### src/sst_pkg.sv
package sst_pkg;

  // control register bit positions
  localparam int unsigned CTRL_ENABLE_BIT = 0;
  localparam int unsigned CTRL_IRQ_BIT    = 1;
  localparam int unsigned CTRL_CLKSRC_BIT = 2;
  localparam int unsigned CTRL_FLAG_BIT   = 16;

  localparam int unsigned FIELD_WIDTH = 24;

  // input operation codes
  typedef enum logic [1:0] {
    OP_TICK  = 2'd0,
    OP_READ  = 2'd1,
    OP_WRITE = 2'd2,
    OP_NONE  = 2'd3
  } op_t;

  // register select codes
  typedef enum logic [1:0] {
    SEL_CTRL    = 2'd0,
    SEL_RELOAD  = 2'd1,
    SEL_CURRENT = 2'd2,
    SEL_NONE    = 2'd3
  } sel_t;

  // decoded command kinds
  typedef enum logic [2:0] {
    CMD_NOP,
    CMD_TICK,
    CMD_RD_CTRL,
    CMD_RD_RELOAD,
    CMD_RD_CURRENT,
    CMD_WR_CTRL,
    CMD_WR_RELOAD,
    CMD_WR_CURRENT
  } cmd_kind_t;

  typedef struct packed {
    logic [1:0]             operation;
    logic [1:0]             reg_select;
    logic [FIELD_WIDTH-1:0] write_data;
  } in_word_t;

  typedef struct packed {
    logic [FIELD_WIDTH-1:0] read_data;
    logic [FIELD_WIDTH-1:0] elapsed_ticks;
    logic                   irq;
    logic                   count_flag;
  } out_word_t;

  typedef struct packed {
    cmd_kind_t              kind;
    logic [FIELD_WIDTH-1:0] data;
  } cmd_t;

endpackage

### src/sst_front.sv
module sst_front (
  input  logic             clk,
  input  logic             rst_n,
  input  logic             in_valid,
  output logic             in_ready,
  input  sst_pkg::in_word_t in_word,
  output logic             cmd_valid,
  input  logic             cmd_ready,
  output sst_pkg::cmd_t    cmd
);

  logic          valid_r, valid_nxt;
  sst_pkg::cmd_t cmd_r, cmd_nxt;
  sst_pkg::cmd_t decoded;

  // classify the incoming word
  always_comb begin
    decoded.data = in_word.write_data;
    decoded.kind = sst_pkg::CMD_NOP;
    case (sst_pkg::op_t'(in_word.operation))
      sst_pkg::OP_TICK: decoded.kind = sst_pkg::CMD_TICK;
      sst_pkg::OP_READ: begin
        case (sst_pkg::sel_t'(in_word.reg_select))
          sst_pkg::SEL_CTRL:    decoded.kind = sst_pkg::CMD_RD_CTRL;
          sst_pkg::SEL_RELOAD:  decoded.kind = sst_pkg::CMD_RD_RELOAD;
          sst_pkg::SEL_CURRENT: decoded.kind = sst_pkg::CMD_RD_CURRENT;
          default:              decoded.kind = sst_pkg::CMD_NOP;
        endcase
      end
      sst_pkg::OP_WRITE: begin
        case (sst_pkg::sel_t'(in_word.reg_select))
          sst_pkg::SEL_CTRL:    decoded.kind = sst_pkg::CMD_WR_CTRL;
          sst_pkg::SEL_RELOAD:  decoded.kind = sst_pkg::CMD_WR_RELOAD;
          sst_pkg::SEL_CURRENT: decoded.kind = sst_pkg::CMD_WR_CURRENT;
          default:              decoded.kind = sst_pkg::CMD_NOP;
        endcase
      end
      default: decoded.kind = sst_pkg::CMD_NOP;
    endcase
  end

  // one-word holding stage ahead of the queue
  assign in_ready = !valid_r || cmd_ready;

  always_comb begin
    valid_nxt = valid_r;
    cmd_nxt   = cmd_r;
    if (in_ready) begin
      valid_nxt = in_valid;
      if (in_valid) begin
        cmd_nxt = decoded;
      end
    end
  end

  always_ff @(posedge clk) begin
    if (!rst_n) begin
      valid_r <= 1'b0;
    end else begin
      valid_r <= valid_nxt;
    end
  end

  always_ff @(posedge clk) begin
    cmd_r <= cmd_nxt;
  end

  assign cmd_valid = valid_r;
  assign cmd       = cmd_r;

endmodule

### src/sst_queue.sv
module sst_queue (
  input  logic          clk,
  input  logic          rst_n,
  input  sst_pkg::cmd_t push_cmd,
  input  logic          push_valid,
  output logic          push_ready,
  output sst_pkg::cmd_t pop_cmd,
  output logic          pop_valid,
  input  logic          pop_ready
);

  sst_pkg::cmd_t entry_r [2];
  logic          wr_ptr_r, wr_ptr_nxt;
  logic          rd_ptr_r, rd_ptr_nxt;
  logic [1:0]    count_r, count_nxt;
  logic          push, pop;

  assign push_ready = (count_r != 2'd2);
  assign pop_valid  = (count_r != 2'd0);
  assign pop_cmd    = entry_r[rd_ptr_r];

  assign push = push_valid && push_ready;
  assign pop  = pop_valid && pop_ready;

  // pointer and fill count
  always_comb begin
    wr_ptr_nxt = push ? ~wr_ptr_r : wr_ptr_r;
    rd_ptr_nxt = pop ? ~rd_ptr_r : rd_ptr_r;
    count_nxt  = count_r;
    if (push && !pop) begin
      count_nxt = count_r + 2'd1;
    end else if (pop && !push) begin
      count_nxt = count_r - 2'd1;
    end
  end

  always_ff @(posedge clk) begin
    if (!rst_n) begin
      wr_ptr_r <= 1'b0;
      rd_ptr_r <= 1'b0;
      count_r  <= 2'd0;
    end else begin
      wr_ptr_r <= wr_ptr_nxt;
      rd_ptr_r <= rd_ptr_nxt;
      count_r  <= count_nxt;
    end
  end

  // entry storage
  always_ff @(posedge clk) begin
    if (push) begin
      entry_r[wr_ptr_r] <= push_cmd;
    end
  end

endmodule

### src/sst_back.sv
module sst_back #(
  parameter int unsigned COUNTER_WIDTH   = 24,
  parameter int unsigned PRESCALE_DIVIDE = 8
) (
  input  logic               clk,
  input  logic               rst_n,
  input  logic               cfg_we,
  input  logic               cfg_wdata,
  input  sst_pkg::cmd_t      cmd,
  input  logic               cmd_valid,
  output logic               cmd_ready,
  output logic               out_valid,
  input  logic               out_ready,
  output sst_pkg::out_word_t out_word
);

  localparam int unsigned FW = sst_pkg::FIELD_WIDTH;
  localparam int unsigned CW = COUNTER_WIDTH;
  localparam int unsigned PW = $clog2(PRESCALE_DIVIDE);
  localparam logic [PW-1:0] PSC_LAST = PW'(PRESCALE_DIVIDE - 1);

  logic          one_shot_r;
  logic          enable_r, enable_nxt;
  logic          irq_en_r, irq_en_nxt;
  logic          clksrc_r, clksrc_nxt;
  logic          flag_r, flag_nxt;
  logic [CW-1:0] reload_r, reload_nxt;
  logic [CW-1:0] current_r, current_nxt;
  logic [PW-1:0] psc_r, psc_nxt;

  logic               out_valid_r, out_valid_nxt;
  sst_pkg::out_word_t out_word_r, out_word_nxt;

  logic          take;
  logic          do_step;
  logic          irq;
  logic [CW-1:0] dec_value;
  logic [CW-1:0] elapsed;
  logic [FW-1:0] rdata;
  logic [CW+FW-1:0] data_ext;
  logic [CW+FW-1:0] reload_ext;
  logic [CW+FW-1:0] current_ext;
  logic [CW+FW-1:0] elapsed_ext;

  assign take      = cmd_valid && (!out_valid_r || out_ready);
  assign cmd_ready = !out_valid_r || out_ready;
  assign dec_value = current_r - CW'(1);

  // width adaptation between counter and 24-bit fields
  assign data_ext    = {{CW{1'b0}}, cmd.data};
  assign reload_ext  = {{FW{1'b0}}, reload_r};
  assign current_ext = {{FW{1'b0}}, current_r};
  assign elapsed_ext = {{FW{1'b0}}, elapsed};

  // command execution
  always_comb begin
    enable_nxt  = enable_r;
    irq_en_nxt  = irq_en_r;
    clksrc_nxt  = clksrc_r;
    flag_nxt    = flag_r;
    reload_nxt  = reload_r;
    current_nxt = current_r;
    psc_nxt     = psc_r;
    do_step     = 1'b0;
    irq         = 1'b0;
    rdata       = '0;

    case (cmd.kind)
      sst_pkg::CMD_TICK: begin
        if (enable_r) begin
          if (clksrc_r) begin
            do_step = 1'b1;
          end else if (psc_r == PSC_LAST) begin
            psc_nxt = '0;
            do_step = 1'b1;
          end else begin
            psc_nxt = psc_r + PW'(1);
          end
        end
      end
      sst_pkg::CMD_RD_CTRL: begin
        rdata[sst_pkg::CTRL_ENABLE_BIT] = enable_r;
        rdata[sst_pkg::CTRL_IRQ_BIT]    = irq_en_r;
        rdata[sst_pkg::CTRL_CLKSRC_BIT] = clksrc_r;
        rdata[sst_pkg::CTRL_FLAG_BIT]   = flag_r;
        flag_nxt = 1'b0;
      end
      sst_pkg::CMD_RD_RELOAD:  rdata = reload_ext[FW-1:0];
      sst_pkg::CMD_RD_CURRENT: rdata = current_ext[FW-1:0];
      sst_pkg::CMD_WR_CTRL: begin
        enable_nxt = cmd.data[sst_pkg::CTRL_ENABLE_BIT];
        irq_en_nxt = cmd.data[sst_pkg::CTRL_IRQ_BIT];
        clksrc_nxt = cmd.data[sst_pkg::CTRL_CLKSRC_BIT];
      end
      sst_pkg::CMD_WR_RELOAD: reload_nxt = data_ext[CW-1:0];
      sst_pkg::CMD_WR_CURRENT: begin
        current_nxt = '0;
        flag_nxt    = 1'b0;
      end
      default: ;
    endcase

    // one counting step: reload on zero, flag on reaching zero
    if (do_step) begin
      if (current_r == '0) begin
        current_nxt = reload_r;
      end else begin
        current_nxt = dec_value;
        if (dec_value == '0) begin
          flag_nxt = 1'b1;
          irq      = irq_en_r;
          if (one_shot_r) begin
            enable_nxt  = 1'b0;
            irq_en_nxt  = 1'b0;
            reload_nxt  = '0;
            current_nxt = '0;
          end
        end
      end
    end
  end

  assign elapsed = reload_nxt - current_nxt;

  // output register
  always_comb begin
    out_valid_nxt = out_valid_r;
    out_word_nxt  = out_word_r;
    if (out_valid_r && out_ready) begin
      out_valid_nxt = 1'b0;
    end
    if (take) begin
      out_valid_nxt              = 1'b1;
      out_word_nxt.read_data     = rdata;
      out_word_nxt.elapsed_ticks = elapsed_ext[FW-1:0];
      out_word_nxt.irq           = irq;
      out_word_nxt.count_flag    = flag_nxt;
    end
  end

  always_ff @(posedge clk) begin
    if (!rst_n) begin
      one_shot_r  <= 1'b0;
      enable_r    <= 1'b0;
      irq_en_r    <= 1'b0;
      clksrc_r    <= 1'b0;
      flag_r      <= 1'b0;
      reload_r    <= '0;
      current_r   <= '0;
      psc_r       <= '0;
      out_valid_r <= 1'b0;
    end else begin
      if (cfg_we) begin
        one_shot_r <= cfg_wdata;
      end
      if (take) begin
        enable_r  <= enable_nxt;
        irq_en_r  <= irq_en_nxt;
        clksrc_r  <= clksrc_nxt;
        flag_r    <= flag_nxt;
        reload_r  <= reload_nxt;
        current_r <= current_nxt;
        psc_r     <= psc_nxt;
      end
      out_valid_r <= out_valid_nxt;
    end
  end

  always_ff @(posedge clk) begin
    out_word_r <= out_word_nxt;
  end

  assign out_valid = out_valid_r;
  assign out_word  = out_word_r;

endmodule

### src/system_tick_timer.sv
// system tick timer
//
// in channel (in_valid / in_ready / in_word) carries one word per item: a clock
// tick, a register read or a register write to control, reload or current value.
// out channel (out_valid / out_ready / out_word) returns exactly one result word
// per input word, in order: read data, elapsed ticks, irq pulse and count flag.
// cfg_we / cfg_wdata sets the one-shot mode bit; write it only while idle.
//
// an accepted input word passes a decode register, a two-entry command queue and
// the execute stage with its output register before it appears at the output.
// throughput is one word per cycle while the receiver takes output, set by the
// execute stage that updates counter, prescaler and flags together.
//
// when the receiver stalls, the output register holds its word, the queue fills,
// and in_ready drops once decode register and queue are full (4 words buffered, counting the output register).
// synchronous reset clears all timer state, mode bit and the pipeline; there is
// no clearing pass, in_ready is high the cycle after reset.
module system_tick_timer #(
  parameter int unsigned COUNTER_WIDTH   = 24,
  parameter int unsigned PRESCALE_DIVIDE = 8
) (
  input  logic               clk,
  input  logic               rst_n,
  input  logic               in_valid,
  output logic               in_ready,
  input  sst_pkg::in_word_t  in_word,
  output logic               out_valid,
  input  logic               out_ready,
  output sst_pkg::out_word_t out_word,
  input  logic               cfg_we,
  input  logic               cfg_wdata
);

  sst_pkg::cmd_t front_cmd;
  sst_pkg::cmd_t back_cmd;
  logic          front_valid;
  logic          front_ready;
  logic          back_valid;
  logic          back_ready;

  // decode stage
  sst_front u_front (
    .clk       (clk),
    .rst_n     (rst_n),
    .in_valid  (in_valid),
    .in_ready  (in_ready),
    .in_word   (in_word),
    .cmd_valid (front_valid),
    .cmd_ready (front_ready),
    .cmd       (front_cmd)
  );

  // command queue
  sst_queue u_queue (
    .clk        (clk),
    .rst_n      (rst_n),
    .push_cmd   (front_cmd),
    .push_valid (front_valid),
    .push_ready (front_ready),
    .pop_cmd    (back_cmd),
    .pop_valid  (back_valid),
    .pop_ready  (back_ready)
  );

  // execute stage
  sst_back #(
    .COUNTER_WIDTH   (COUNTER_WIDTH),
    .PRESCALE_DIVIDE (PRESCALE_DIVIDE)
  ) u_back (
    .clk       (clk),
    .rst_n     (rst_n),
    .cfg_we    (cfg_we),
    .cfg_wdata (cfg_wdata),
    .cmd       (back_cmd),
    .cmd_valid (back_valid),
    .cmd_ready (back_ready),
    .out_valid (out_valid),
    .out_ready (out_ready),
    .out_word  (out_word)
  );

  // checks
  a_irq_has_flag: assert property (@(posedge clk) disable iff (!rst_n)
    out_valid && out_word.irq |-> out_word.count_flag)
    else $error("irq reported without count flag");

  a_front_holds: assert property (@(posedge clk) disable iff (!rst_n)
    front_valid && !front_ready |=> front_valid && $stable(front_cmd))
    else $error("decode stage dropped a stalled command");

  a_back_holds: assert property (@(posedge clk) disable iff (!rst_n)
    back_valid && !back_ready |=> back_valid && $stable(back_cmd))
    else $error("queue head changed while execute stage stalled");

  a_reset_clears: assert property (@(posedge clk)
    !rst_n |=> !out_valid && !front_valid && !back_valid)
    else $error("pipeline not empty after reset");

endmodule
### config.mk
export PLATFORM = sky130hd
export DESIGN_NAME = system_tick_timer
export DESIGN_NICKNAME = d
export VERILOG_FILES = /design/src/sst_pkg.sv /design/src/sst_front.sv /design/src/sst_queue.sv /design/src/sst_back.sv /design/src/system_tick_timer.sv
export SDC_FILE = /design/constraint.sdc
export NUM_CORES = 1
export LEC_CHECK = 0
export BUFFER_PORTS_ARGS = -buffer_cell sky130_fd_sc_hd__buf_2
export CAP_MARGIN = 40
export CORE_MARGIN = 2
export CORE_UTILIZATION = 40
export DETAILED_ROUTE_END_ITERATION = 8
export GPL_ROUTABILITY_DRIVEN = 0
export PLACE_DENSITY = 0.64
export SLEW_MARGIN = 20
export SYNTH_ARGS = -nofsm -noshare
export SYNTH_HDL_FRONTEND = slang
export SYNTH_HIERARCHICAL = 1
export SYNTH_SLANG_ARGS = --single-unit
### constraint.sdc
create_clock -name clk -period 7.05 [get_ports clk]
set_input_delay 0.705 -clock clk [delete_from_list [all_inputs] [get_ports clk]]
set_output_delay 0.705 -clock clk [all_outputs]
set_load 0.01 [all_outputs]
==> results, run 1 <==
- The number of clock sinks is between 150 and 200.
- The number of warnings printed during yosys synthesis is 6.
- The final count of hold timing violations is 0.
- Counting flops with a built-in enable in the synthesized netlist gives ~130.
- The average via count per standard cell is between 5 and 6.
- TritonCTS built the clock tree.
- The post-synthesis net count is about 1.1k.
- The slew at the pin closest to its max-slew limit is 0.7775 ns.
- The cell count after synthesis came out at approximately 1.0k.
- Between clock sinks in the finished design, the worst skew comes to 0.02280 ns.
- Dividing total power by cell area gives a power density of roughly 480 mW/mm².
- The number of setup buffers added after CTS is 0.
- The max-slew violation count is 0.
- The number of antenna violations at the first check in global routing is 0.
- Prior to clock tree synthesis, the placed netlist has a worst setup slack of 0.7441 ns.
- The count of buffers added on input and output ports is 85.
- The number of placement rows is 58.
- For this run the aggregate overflow at the end of global routing stands at 0.
- The chip height is 164.9 µm.
- Across all setup checks in the final design, the least slack found is roughly 0.56 ns.
- The setup TNS is 0 ns.
- Global routing used around 20% of the available tracks.
- Buffers inserted during clock tree synthesis total 17.
- The most critical setup path has its startpoint at u_back/current_r[0]$_SDFFE_PN0P_.
- The leakage dissipation is between 4 and 5 nW.
- Dividing the detail-routed wire length by the instance count gives around 19 µm.
- The via count of the first global-routing pass is 7564.
- The worst setup path is captured at a flip-flop.
- The number of max-cap violations is 0.
- STA puts the critical path data arrival time at approximately 6.7 ns.
- Of all nets on the critical path, the largest fanout is 13.
- Setup repair after global routing left no endpoint under its margin.
- In the finished design, the share of the clock period the worst path needs comes to between 90 and 100%.
- The first-iteration detailed-routing DRC count is 740.
- The effective utilization at floorplan is 40.90%.
- The design draws about 0.0056 W.
- For this design the top-level I/O count stands at 86.
- The worst setup path is of the flip-flop to flip-flop kind.
- The maximum clock frequency is 154.0 MHz.
- The clock passes through at most 2 buffers.
- Summed over its instances, the top area cell type makes up between 30% and 40% of the synthesized netlist area.
- The finished cells cover ~0.012 mm².
- The shortest period the worst path allows is approximately 6.5 ns.
- The clock network latency to the later pin of the worst-skew pair is 0.45 ns.
- The post-route netlist has roughly 17% of its cells at a drive strength greater than 1.
- The number of inserted diodes is 0.
- The largest vdd supply drop is slightly above 0.2 mV.
- The path class of the lowest-slack min-delay path is primary input to flip-flop.
- The worst pin sits at a relative slew slack of between 40 and 50%.
- The final number of setup-violating endpoints is 0.
- The flow ran to the end, and the final reports show no timing, DRC or antenna violations.
- The share of async-settable or async-resettable flops after synthesis is 0%.
- In this run the cell area of the synthesized design comes to about 0.010 mm².
- The clock slew seen by the registers of the worst setup and hold paths is approximately 0.080 ns.
- The horizontal die dimension is approximately 160 µm.
- The filler cells instantiated in the layout total 2336.
- In this run the mean area of a mapped cell was 10.21 µm².
- The origin of the critical flop-to-flop path is u_back/current_r[0]$_SDFFE_PN0P_.
- The most used flip-flop cell after synthesis is sky130_fd_sc_hd__edfxtp_1.
- The H-tree depth reported by CTS is 4.
- STA classifies the critical path startpoint as a flip-flop.
- The required time at the endpoint of the critical path is around 7.3 ns.
- In this run the most critical hold path is launched from in_word[15].
- The region available for standard cell placement spans 0.02533 mm².
- Sorting the synthesized cells by area gives the leading types as sky130_fd_sc_hd__edfxtp_1 (38%), sky130_fd_sc_hd__dfxtp_1 (12%), sky130_fd_sc_hd__nand2_1 (5.7%).
- Once detail routing completed, the nets flagged for antenna violations numbered 0.
- The number of distinct library cell variants in the gate-level netlist after synthesis is 86.
- The final layout contains between 1k and 1.5k nets.
- The library cell used as clock root buffer is sky130_fd_sc_hd__clkbuf_16.
- The number of hold buffers added after CTS was 0.
- For this run, the detailed router's first-pass iteration total came to 7.
- Summing the sequential cell areas from Yosys gives around half of the chip area.
- After detailed placement, the total cell area comes to roughly 0.011 mm².
- From synthesis to final layout, the design area changed by 13.05%.
- Synthesis inferred just under 200 register bits.
- For this block, the via count after detailed routing is roughly 8.1k.
- The pin count of the biggest net entering global routing is 73.
- The placed wire-length estimate is around 19000 µm.
- The area of the die is about 0.027 mm².
- The final core utilization is a little under half.
- Summed over all layers, the routed wires come to between 20000 and 30000 µm.
- The first global-routing pass estimated ~42000 µm of wire.
- After clock tree synthesis, the repair step resized 0 gates.
- Of all cell types, the one taking the most synthesized area is sky130_fd_sc_hd__edfxtp_1.
- The total DRC errors in the routed layout is 0.
==> metal layers <==
| metal | routed length, µm | global-route usage, % |
|---|---|---|
| met1 | 11830 | 27.54 |
| met5 | 0 | 0 |
| met4 | 504 | 6.561 |
| met2 | 12340 | 32.05 |
| met3 | 1774 | 3.867 |
==> flip-flops by register name (all words and copies together), names as in the netlist, named ones only <==
signal	cells
u_queue/rd_ptr_r	1
u_back/out_valid	1
u_queue/count_r	2
u_front/cmd	27
u_back/psc_r	3
u_back/current_r	24
u_back/out_word	50
u_front/cmd_valid	1
u_back/flag_r	1
u_back/clksrc_r	1
u_back/irq_en_r	1
u_back/enable_r	1
u_back/reload_r	24
u_queue/wr_ptr_r	1
u_queue/entry_r	54
u_back/one_shot_r	1
==> where the power goes <==
part	switching (W)	leakage [nW]	internal, W	total, W
Sequential	0.000225	1.76	0.00160	0.00183
Combinational	0.00170	2.48	0.00110	0.00279
Clock	0.000478	0.276	0.000471	0.000949
Total	0.00240	4.51	0.00317	0.00557
==> per-stage QoR <==
step,std cells,hold WS [ns]
floorplan,1015,0.4215
global placement,1381,0.4254
detailed placement,1385,0.4306
CTS,1417,0.4118
global route,1417,0.4063
finish,1417,0.4236
==> synth_stat cells, drive strengths merged (5+ instances only) <==
library cell / number
o21ai: 40
a22o: 22
and4: 6
a21o: 14
mux2i: 8
nor2b: 20
nand3: 11
a21boi: 26
ha: 28
or4: 5
nor2: 55
or3: 10
o31ai: 8
nand4: 8
nand2b: 10
xor2: 12
inv: 23
a22oi: 9
xnor2: 23
a21oi: 60
o211a: 21
and2: 20
edfxtp: 131
or2: 5
nand2: 156
buf: 17
mux2: 28
nor3: 33
a31oi: 10
a211oi: 6
nor4: 9
dfxtp: 63
clkbuf: 47
==> layout make-up <==
cell class / instances / area [µm²] / share of cell area [%]
sequential: 194 / 5195 / 44.36
multi-input combinational: 734 / 4823 / 41.19
timing repair buffer: 104 / 615.6 / 5.257
clock buffer: 18 / 429.2 / 3.665
tap: 330 / 412.9 / 3.526
clock inverter: 14 / 146.4 / 1.250
inverter: 23 / 87.58 / 0.7479
==> logic make-up after synthesis <==
| logic type | count (synthesis) | share of synthesized area (%) |
|---|---|---|
| AO/OA/AOI/OAI | 262 | 17.83 |
| XOR/XNOR | 35 | 2.959 |
| adder cells (fa/ha/maj) | 31 | 3.769 |
| buffers and inverters | 87 | 3.346 |
| flip-flops | 194 | 50.15 |
| multiplexers | 36 | 3.817 |
| AND/OR/NAND/NOR | 370 | 18.13 |
==> cell usage in the layout (no fill, tap or decap), drive strengths merged, types with 9 or more instances in the layout <==
master	Yosys	layout
nor2	55	55
and2	20	20
edfxtp	131	131
buf	17	104
xnor2	23	23
nor4	9	9
ha	28	28
dfxtp	63	63
a21oi	60	60
a21o	14	14
mux2	28	28
a22oi	9	9
nor3	33	33
nand2	156	156
or3	10	10
inv	23	28
a21boi	26	26
o211a	21	21
nor2b	20	20
a31oi	10	10
nand3	11	11
nand2b	10	10
a22o	22	22
xor2	12	12
clkbuf	47	18
o21ai	40	40
==> critical path: stages, from the launching register on <==
cell,delay (ns)
sky130_fd_sc_hd__dfxtp_1,0.43
sky130_fd_sc_hd__inv_1,0.12
sky130_fd_sc_hd__ha_1,0.31
sky130_fd_sc_hd__nor4b_4,0.39
sky130_fd_sc_hd__and4_1,0.48
sky130_fd_sc_hd__and3_1,0.22
sky130_fd_sc_hd__o2111ai_1,0.20
sky130_fd_sc_hd__nor3_1,0.30
sky130_fd_sc_hd__a21o_1,0.41
sky130_fd_sc_hd__nor2_1,0.08
sky130_fd_sc_hd__a211oi_1,0.23
sky130_fd_sc_hd__a21oi_1,0.12
sky130_fd_sc_hd__inv_1,0.10
sky130_fd_sc_hd__ha_1,0.22
sky130_fd_sc_hd__nor2b_1,0.13
sky130_fd_sc_hd__o21ai_0,0.19
sky130_fd_sc_hd__nand2b_1,0.20
sky130_fd_sc_hd__a211oi_1,0.30
sky130_fd_sc_hd__nor3_1,0.10
sky130_fd_sc_hd__or4_1,0.47
sky130_fd_sc_hd__a31oi_1,0.18
sky130_fd_sc_hd__o21ai_1,0.22
sky130_fd_sc_hd__a21oi_1,0.27
sky130_fd_sc_hd__o21ai_1,0.16
sky130_fd_sc_hd__o41ai_1,0.34
sky130_fd_sc_hd__xnor2_1,0.10
==> path summary, 6_finish.rpt <==
kind	end	slack, ns	cells after the start
worst max register to register	u_back/out_word[23]$_DFFE_PP_	0.56	25
worst min register to register	u_queue/entry_r[0][13]$_DFFE_PP_	0.45	0
worst max-delay path	u_back/out_word[23]$_DFFE_PP_	0.56	25
worst min-delay path	u_front/cmd[15]$_DFFE_PP_	0.42	1
No activity file was read; power rests on OpenSTA's default activity.
==> run 2, diff against run 1 <==
Settings changed: CORE_UTILIZATION 40 to 45, PLACE_DENSITY 0.64 to 0.7, SYNTH_HIERARCHICAL 1 to default.
==> run 2 against run 1 <==
Against the previous run: maximum frequency up 2.8%; synthesized cell count down 0.89%; sequential power about the same; first-iteration DRC count down 0.81%; worst hold slack better by 0.017 ns; clock skew down 0.0085 ns; register-to-register slack better by 0.18 ns; utilization up 5.9 points; combinational power up 1%; via count down 1.6%; sequential share of layout area up 1.3 points; global-route usage up 0.82 points.
==> results, run 2 <==
- The flow ran to the end, and the final reports show no timing, DRC or antenna violations.
- The launching element type of the critical path is a flip-flop.
- Entering global routing, the biggest net connects just over 80 pins.
- The total DRC errors in the routed layout is 0.
- The number of CTS-inserted buffers is 17.
- Setup violations remaining at the end of the flow were counted as 0.
- Clock skew on the completed layout was measured at around 0.014 ns.
- The number of inserted diodes is 0.
- The most used flip-flop cell after synthesis is sky130_fd_sc_hd__edfxtp_1.
- Data arrives at the worst endpoint at ~6.6 ns.
- The total number of vias is 7996.
- The die is 153.2 µm tall.
- The CTS tree is done.
- The placed wire-length estimate is around 17000 µm.
- The count of nets left with antenna violations after detail routing is 0.
- The clock network latency to the later pin of the worst-skew pair is approximately 0.44 ns.
- The final count of hold timing violations is 0.
- The path class of the lowest-slack min-delay path is primary input to flip-flop.
- The share of async-settable or async-resettable flops after synthesis is 0%.
- The most common cell in the synthesized netlist is sky130_fd_sc_hd__edfxtp_1.
- The wire length of the first global-routing pass is just under 40000 µm.
- The shortest period the worst path allows is 6.316 ns.
- The kind of end point of the critical path is a flip-flop.
- The synthesized design contains around 190 register bits.
- The cell accounting for the most synthesized area is sky130_fd_sc_hd__edfxtp_1.
- The first TritonRoute pass finished after 5 iterations.
- The overall routed net length is between 20000 and 25000 µm.
- The count of buffers added on input and output ports is between 80 and 90.
- The area of the core region is 0.02182 mm².
- The fraction of final layout cells sized beyond drive strength 1 is 15.45%.
- Leaving out fill and tap cells, the most frequent cells in the layout are sky130_fd_sc_hd__edfxtp_1 (131), sky130_fd_sc_hd__nand2_1 (118), sky130_fd_sc_hd__nor2_1 (100), sky130_fd_sc_hd__a21oi_1 (92), sky130_fd_sc_hd__buf_2 (85).
- The clock tree synthesis step divided the H-tree into 4 levels.
- The headroom to the max-slew limit is around 42%.
- The initial utilization of the core area, before any placement, comes to between 40% and 50%.
- The critical path is of the flip-flop to flip-flop type.
- Dividing the detail-routed via count by the number of cells gives 5.875.
- Setup repair after global routing left no endpoint under its margin.
- The power density over the cells is between 400 and 500 mW/mm².
- The number of antenna violations at the first check in global routing is 0.
- In the final layout, flip-flops and latches occupy between 0.005 and 0.006 mm².
- For this run, the post-layout net count is approximately 1.1k.
- The largest register by flop count is u_queue.entry_r.
- The number of synthesized flops with an enable pin is 131.
- The post-route fraction of the period consumed by the critical path is between 80% and 90%.
- The max-slew violation count is 0.
- For this design the top-level I/O count stands at between 80 and 90.
- In the post-synthesis netlist, the biggest area contributors are sky130_fd_sc_hd__edfxtp_1 (39%), sky130_fd_sc_hd__dfxtp_1 (13%), sky130_fd_sc_hd__a21oi_1 (4.6%).
- After clock tree synthesis, the clock-pin slew on the worst setup and hold paths is ~0.080 ns.
- The routed wire length per instance is ~18 µm.
- Along the worst hold path, the cell count comes to 1.
- The number of max-cap violations is 0.
- The Yosys step of the flow raised 0 warnings.
- The area growth from synthesis to layout is 13.67%.
- STA puts the critical path data required time at 7.30 ns.
- The post-synth design cell area is ~0.010 mm².
- Summed over all cells, the static leakage comes to roughly 4.2 nW.
- In the final timing run, aggregate negative setup slack is 0 ns.
- The layout has roughly 2.0k filler cells.
- The final worst hold slack is about 0.44 ns.
- The maximum fanout along the worst path is 11.
- The maximum clock frequency is about 160 MHz.
- The commonest cells after synthesis are sky130_fd_sc_hd__edfxtp_1 (131), sky130_fd_sc_hd__nand2_1 (118), sky130_fd_sc_hd__nor2_1 (101).
- Once placement finished, the instance area stood at ~0.011 mm².
- The first-iteration detailed-routing DRC count is 734.
- The number of distinct library cell variants in the gate-level netlist after synthesis is between 70 and 80.
- The area of the multi-input gates is between 0.004 and 0.005 mm².
- The final instance area is 0.01138 mm².
- The register with the most flip-flops in the layout has 54 of them.
- The number of placement rows is 54.
- The number of clock sinks is between 150 and 200.
- The library cell used as clock root buffer is sky130_fd_sc_hd__clkbuf_16.
- The total overflow reported by the global router is 0.
- The length in cells of the worst reg-to-reg path is 22.
- The clock passes through at most 2 buffers.
- Synthesis produced a netlist whose cell count is 1006.
- For this run, the total global-route usage over all layers was measured as between 20% and 30%.
- The area share of the leading cell type in the synthesized netlist is 39.28%.
- The number of nets in the synthesized netlist is about 1.1k.
- The via count of the first global-routing pass is ~7.4k.
- Dividing the synthesized area by the synthesized cell count gives roughly 10 µm².
- The largest vdd supply drop is 0.2468 mV.
- The horizontal die dimension is around 150 µm.
- The sequential share of the synthesized area is 51.87%.
- The floorplan step defined a die boundary enclosing roughly 0.023 mm².
- The slew at the pin closest to its max-slew limit is 0.8740 ns.
- The most common library cell in the layout ignoring fill and taps is sky130_fd_sc_hd__edfxtp_1.
run 2: cell types whose count changed in the layout (fill, tap and decap cells not counted), moves of 23 or more:
cell and change:
sky130_fd_sc_hd__a21oi_1 +32, sky130_fd_sc_hd__o21ai_0 +47, sky130_fd_sc_hd__a21boi_0 -23, sky130_fd_sc_hd__mux2_2 -24
sky130_fd_sc_hd__nand2_1 -38, sky130_fd_sc_hd__nor2_1 +46
run 2: per-layer routing:
metal | routed length, µm | global-route usage (%) | up-vias | share of wire (%)
met3 | 1736 | 3.317 | 49 | 7.1
li1 | - | - | 3824 | -
met1 | 10730 | 29.48 | 3770 | 44
met2 | 11250 | 32.95 | 353 | 46
met4 | 635 | 7.231 | 0 | 2.6
met5 | 0 | 0 | - | 0
run 2: worst paths after layout:
kind	start	endpoint	slack (ns)
hold reg to reg	u_front.cmd[21]$_DFFE_PP_	u_queue.entry_r[1][21]$_DFFE_PP_	0.45
hold / removal	in_word[16]	u_front.cmd[16]$_DFFE_PP_	0.44
setup reg to reg	u_back.current_r[0]$_SDFFE_PN0P_	u_back.out_word[25]$_DFFE_PP_	0.73
setup / recovery	u_back.current_r[0]$_SDFFE_PN0P_	u_back.out_word[25]$_DFFE_PP_	0.73
run 2: cell type report:
| class | instances | share of cell area (%) |
|---|---|---|
| flip-flops and latches | 194 | 45.64 |
| multi-input cells | 727 | 39.66 |
| repair buffers | 106 | 5.496 |
| clock buffers | 17 | 3.737 |
| well taps | 280 | 3.078 |
| clock inverters | 15 | 1.649 |
| inverters | 22 | 0.7474 |
run 2: worst max-delay path, cell delays in order, from the launching register on:
cell and delay (ns):
sky130_fd_sc_hd__dfxtp_1 0.39, sky130_fd_sc_hd__inv_1 0.13, sky130_fd_sc_hd__ha_1 0.34, sky130_fd_sc_hd__nor4b_4 0.46, sky130_fd_sc_hd__nand4_1 0.25, sky130_fd_sc_hd__o31ai_1 0.37
sky130_fd_sc_hd__nand4_1 0.17, sky130_fd_sc_hd__or4_4 0.60, sky130_fd_sc_hd__nor4_2 0.22, sky130_fd_sc_hd__buf_4 0.26, sky130_fd_sc_hd__nor2_1 0.09, sky130_fd_sc_hd__ha_1 0.40
sky130_fd_sc_hd__a211oi_1 0.24, sky130_fd_sc_hd__o21bai_1 0.16, sky130_fd_sc_hd__a21oi_1 0.17, sky130_fd_sc_hd__inv_1 0.06, sky130_fd_sc_hd__a21oi_1 0.17, sky130_fd_sc_hd__o21bai_1 0.11
sky130_fd_sc_hd__a221oi_1 0.52, sky130_fd_sc_hd__a21oi_2 0.18, sky130_fd_sc_hd__o41ai_4 0.34, sky130_fd_sc_hd__mux2i_1 0.13, sky130_fd_sc_hd__a2111oi_2 0.34
run 2: per-stage QoR:
stage                     std cells  worst slack, ns  power (W)  utilization [%]
final                          1361           0.7343   0.005672            52.16
after global routing           1361           0.2592   0.006046            52.16
after CTS                      1360           0.6662   0.005615            52.00
after detailed placement       1328           0.7118   0.004619            49.19
after global placement         1325           0.9622   0.004566            48.98
after floorplan                1006            1.272   0.003883                -
run 2: cells by family (layout without fill, tap and decap cells):
| family | count (synthesis) | after routing | synth area share, % |
|---|---|---|---|
| and+or+nand+nor | 346 | 346 | 16.94 |
| buffers and inverters | 85 | 160 | 3.311 |
| muxes | 33 | 33 | 3.348 |
| adders and majority gates | 33 | 33 | 4.173 |
| AOI/OAI and AO/OA | 289 | 289 | 18.08 |
| DFF | 194 | 194 | 51.87 |
| xor gates and xnor gates | 26 | 26 | 2.274 |
run 2: power breakdown:
part	switching [W]	internal, W	leakage [nW]
sequential	0.000237	0.00162	1.76
clock	0.000473	0.000512	0.297
combinational	0.00175	0.00108	2.15
run 2: timing repair:
item                                   4_1_cts  5_1_grt
endpoints found under the hold margin        0        0
hold buffers                                 0        0
gates resized for setup                      0        1
buffers inserted                             0        0
setup endpoints to repair                    0        1
==> run 3, diff against run 2 <==
Settings changed: BUFFER_PORTS_ARGS -buffer_cell sky130_fd_sc_hd__buf_2 to default, CORE_UTILIZATION 45 to 60, DONT_BUFFER_PORTS from default to 1, PLACE_DENSITY 0.7 to 0.83, SYNTH_HIERARCHICAL from default to 1.
==> run 3 against run 2 <==
Against the previous run: sequential cell count unchanged; cell area decreased by 1.7%; clock-buffer cell count increased by 1; non-clock buffer count decreased by 87; setup slack got worse by 0.20 ns; power decreased by 3.5%; die area decreased by 22%; cell count decreased by 9.8%; largest power group unchanged.
==> results, run 3 (same netlist as run 1, synthesis figures left out) <==
- After detailed routing, the number of remaining DRC violations is 0.
- The most common library cell in the layout ignoring fill and taps is sky130_fd_sc_hd__nand2_1.
- The setup TNS is 0 ns.
- In this design, the stage delay of the slowest critical-path cell is 0.47 ns.
- The library cell used as clock root buffer is sky130_fd_sc_hd__clkbuf_16.
- The via count of the first global-routing pass was ~7.4k.
- In this run the power density over the cells is between 400 and 500 mW/mm².
- The placed wire-length estimate is approximately 17000 µm.
- The worst setup path endpoint is u_back/out_word[23]$_DFFE_PP_.
- After detailed routing, the total wire length is 24260 µm.
- The endpoint of the worst register-to-register path is u_back/out_word[23]$_DFFE_PP_.
- The final count of hold timing violations is 0.
- Global routing finished with a remaining overflow of 0.
- Measured against its own limit, the worst slew margin works out to 41.08%.
- For this design the static power due to leakage is 4.184 nW.
- In this run the core area contains 48 standard-cell rows.
- The launching element type of the critical path is a flip-flop.
- Based on the critical path, the design can be clocked at up to roughly 150 MHz.
- Entering global routing, the biggest net connects 83 pins.
- The count of buffering cells on the critical path with inverters included is 2.
- In this run the remaining antenna-violating nets after routing total 0.
- The synthesis-to-layout area growth is 8.020%.
- The clock slew seen by the registers of the worst setup and hold paths is approximately 0.07 ns.
- Clock tree synthesis found a total of between 150 and 200 sinks.
- Across all register-to-register paths, the minimum setup slack is around 0.54 ns.
- Setup violations remaining at the end of the flow were counted as 0.
- The number of setup buffers added after CTS is 0.
- The post-route netlist has ~10% of its cells at a drive strength greater than 1.
- Setup repair after global routing left no endpoint under its margin.
- The number of antenna violations at the first check in global routing was 0.
- The length in cells of the worst reg-to-reg path is 25.
- The critical path class is flip-flop to flip-flop.
- The top cell types in the final layout, fill and taps aside, are sky130_fd_sc_hd__nand2_1 (156), sky130_fd_sc_hd__edfxtp_1 (131), sky130_fd_sc_hd__dfxtp_1 (63), sky130_fd_sc_hd__a21oi_1 (60), sky130_fd_sc_hd__nor2_1 (54).
- The max-slew violation count is 0.
- Fill cells in the final layout number roughly 1.3k.
- The number of detailed-routing iterations run before antenna repair is 6.
- The top cell family by delay on the critical path is compound AO/OA/AOI/OAI gates.
- The first-iteration detailed-routing DRC count is 868.
- The total number of vias is ~8k.
- The cts-stage hold buffer count is 0.
- The origin of the critical flop-to-flop path is u_back/current_r[0]$_SDFFE_PN0P_.
- The clock passes through at most 2 buffers.
- The floorplan step set the die height to 135.4 µm.
- The average via count per standard cell is roughly 6.5.
- TritonCTS built the clock tree.
- The largest vdd supply drop is 0.2532 mV.
- The path class of the lowest-slack min-delay path is primary input to flip-flop.
- The final instance area is 0.01119 mm².
- The area taken by flip-flops and latches is between 0.005 and 0.006 mm².
- Across every metal layer, demand over resource in global routing totals between 20% and 30%.
- The clock network latency to the later pin of the worst-skew pair is around 0.44 ns.
- The wire length of the first global-routing pass is between 30000 and 40000 µm.
- The flip-flop count of the largest register, all copies and words added is between 50 and 60.
- The critical path runs through a total of 25 cells.
- The worst path arrival time is 6.69 ns.
- In the final layout, the multi-input gates occupy ~0.0048 mm².
- For the worst setup path, the data required time is slightly above 7 ns.
- In the final routed layout, each cell accounts on average for roughly 20 µm.
- The count of port buffers added during placement is 0.
- The post-route fraction of the period consumed by the critical path is 92.39%.
- The area of the die is between 0.015 and 0.02 mm².
- The slowest stage of the critical path is the sky130_fd_sc_hd__or4_1 cell.
- The number of max-cap violations is 0.
- At the pin with the least slew margin, the transition time is 0.8806 ns.
- The region available for standard cell placement spans ~0.017 mm².
- The horizontal die dimension is about 140 µm.
- Clock skew on the completed layout was measured at just under 0.01 ns.
- The area of placed instances is between 0.01 and 0.015 mm².
- The kind of end point of the critical path is a flip-flop.
- The worst path in the final design needs a cycle of approximately 6.5 ns, including I/O delays and setup.
- The startpoint of the worst setup timing path is u_back/current_r[0]$_SDFFE_PN0P_.
- Gates resized during post-CTS repair numbered 0.
- The total number of nets in the final design is approximately 1.1k.
- The number of placed I/O pins is 86.
- Of all nets on the critical path, the largest fanout is 13.
- More flip-flops sit in one register than any other, and that register is u_queue/entry_r.
- The flow ran to the end, and the final reports show no timing, DRC or antenna violations.
- The effective utilization at floorplan is about 60%.
- The H-tree depth reported by CTS is 4.
- The number of inserted diodes is 0.
- Clock tree synthesis inserted a total of 17 buffers.
## run 3: per-layer routing
| metal | vias to the layer above | share of wire (%) | global-route usage, % |
|---|---|---|---|
| li1 | 3684 | - | - |
| met1 | 3678 | 42 | 36.84 |
| met2 | 469 | 45 | 41.74 |
| met3 | 90 | 9.1 | 6.135 |
| met4 | 0 | 3.4 | 11.34 |
| met5 | - | 0 | 0 |
## run 3: layout make-up
cell class | count | area share, %
inverter | 23 | 0.7827
clock buffer | 18 | 3.835
tap | 225 | 2.516
sequential | 194 | 46.43
multi-input combinational | 734 | 43.11
timing repair buffer | 19 | 1.800
clock inverter | 14 | 1.532
## run 3: worst reg2reg max path, delay by kind of cell, from the launching register on
family | cells | cell delay (ns)
buffers and inverters | 2 | 0.21
DFF | 1 | 0.43
and+or+nand+nor | 9 | 2.33
xor gates and xnor gates | 1 | 0.12
adders and majority gates | 2 | 0.54
AOI/OAI and AO/OA | 11 | 2.66
## run 3: worst min path at each step
stage,from,end,slack (ns),cells past startpoint
floorplan,u_front/cmd[0]$_DFFE_PP_,u_queue/entry_r[0][0]$_DFFE_PP_,0.42,0
global placement,u_front/cmd[20]$_DFFE_PP_,u_queue/entry_r[0][20]$_DFFE_PP_,0.43,0
detailed placement,u_front/cmd[13]$_DFFE_PP_,u_queue/entry_r[1][13]$_DFFE_PP_,0.43,0
CTS,in_word[6],u_front/cmd[6]$_DFFE_PP_,0.35,0
global route,in_word[20],u_front/cmd[20]$_DFFE_PP_,0.34,0
finish,in_word[20],u_front/cmd[20]$_DFFE_PP_,0.36,0
## run 3: power breakdown
part           internal, W  switching (W)
registers          0.00161       0.000301
clock network     0.000535       0.000442
logic              0.00103        0.00156
total              0.00317        0.00230
## run 3: per-stage QoR
stage / setup WS [ns] / utilization (%) / hold WS [ns] / total power [W] / cells
floorplan: 1.236 / - / 0.4215 / 0.003862 / 1015
global placement: 1.096 / 61.47 / 0.4252 / 0.004348 / 1189
detailed placement: 0.6896 / 61.85 / 0.4313 / 0.004428 / 1193
CTS: 0.6731 / 65.38 / 0.3452 / 0.005414 / 1225
global route: 0.1923 / 65.60 / 0.3382 / 0.005804 / 1227
finish: 0.5364 / 65.60 / 0.3594 / 0.005475 / 1227
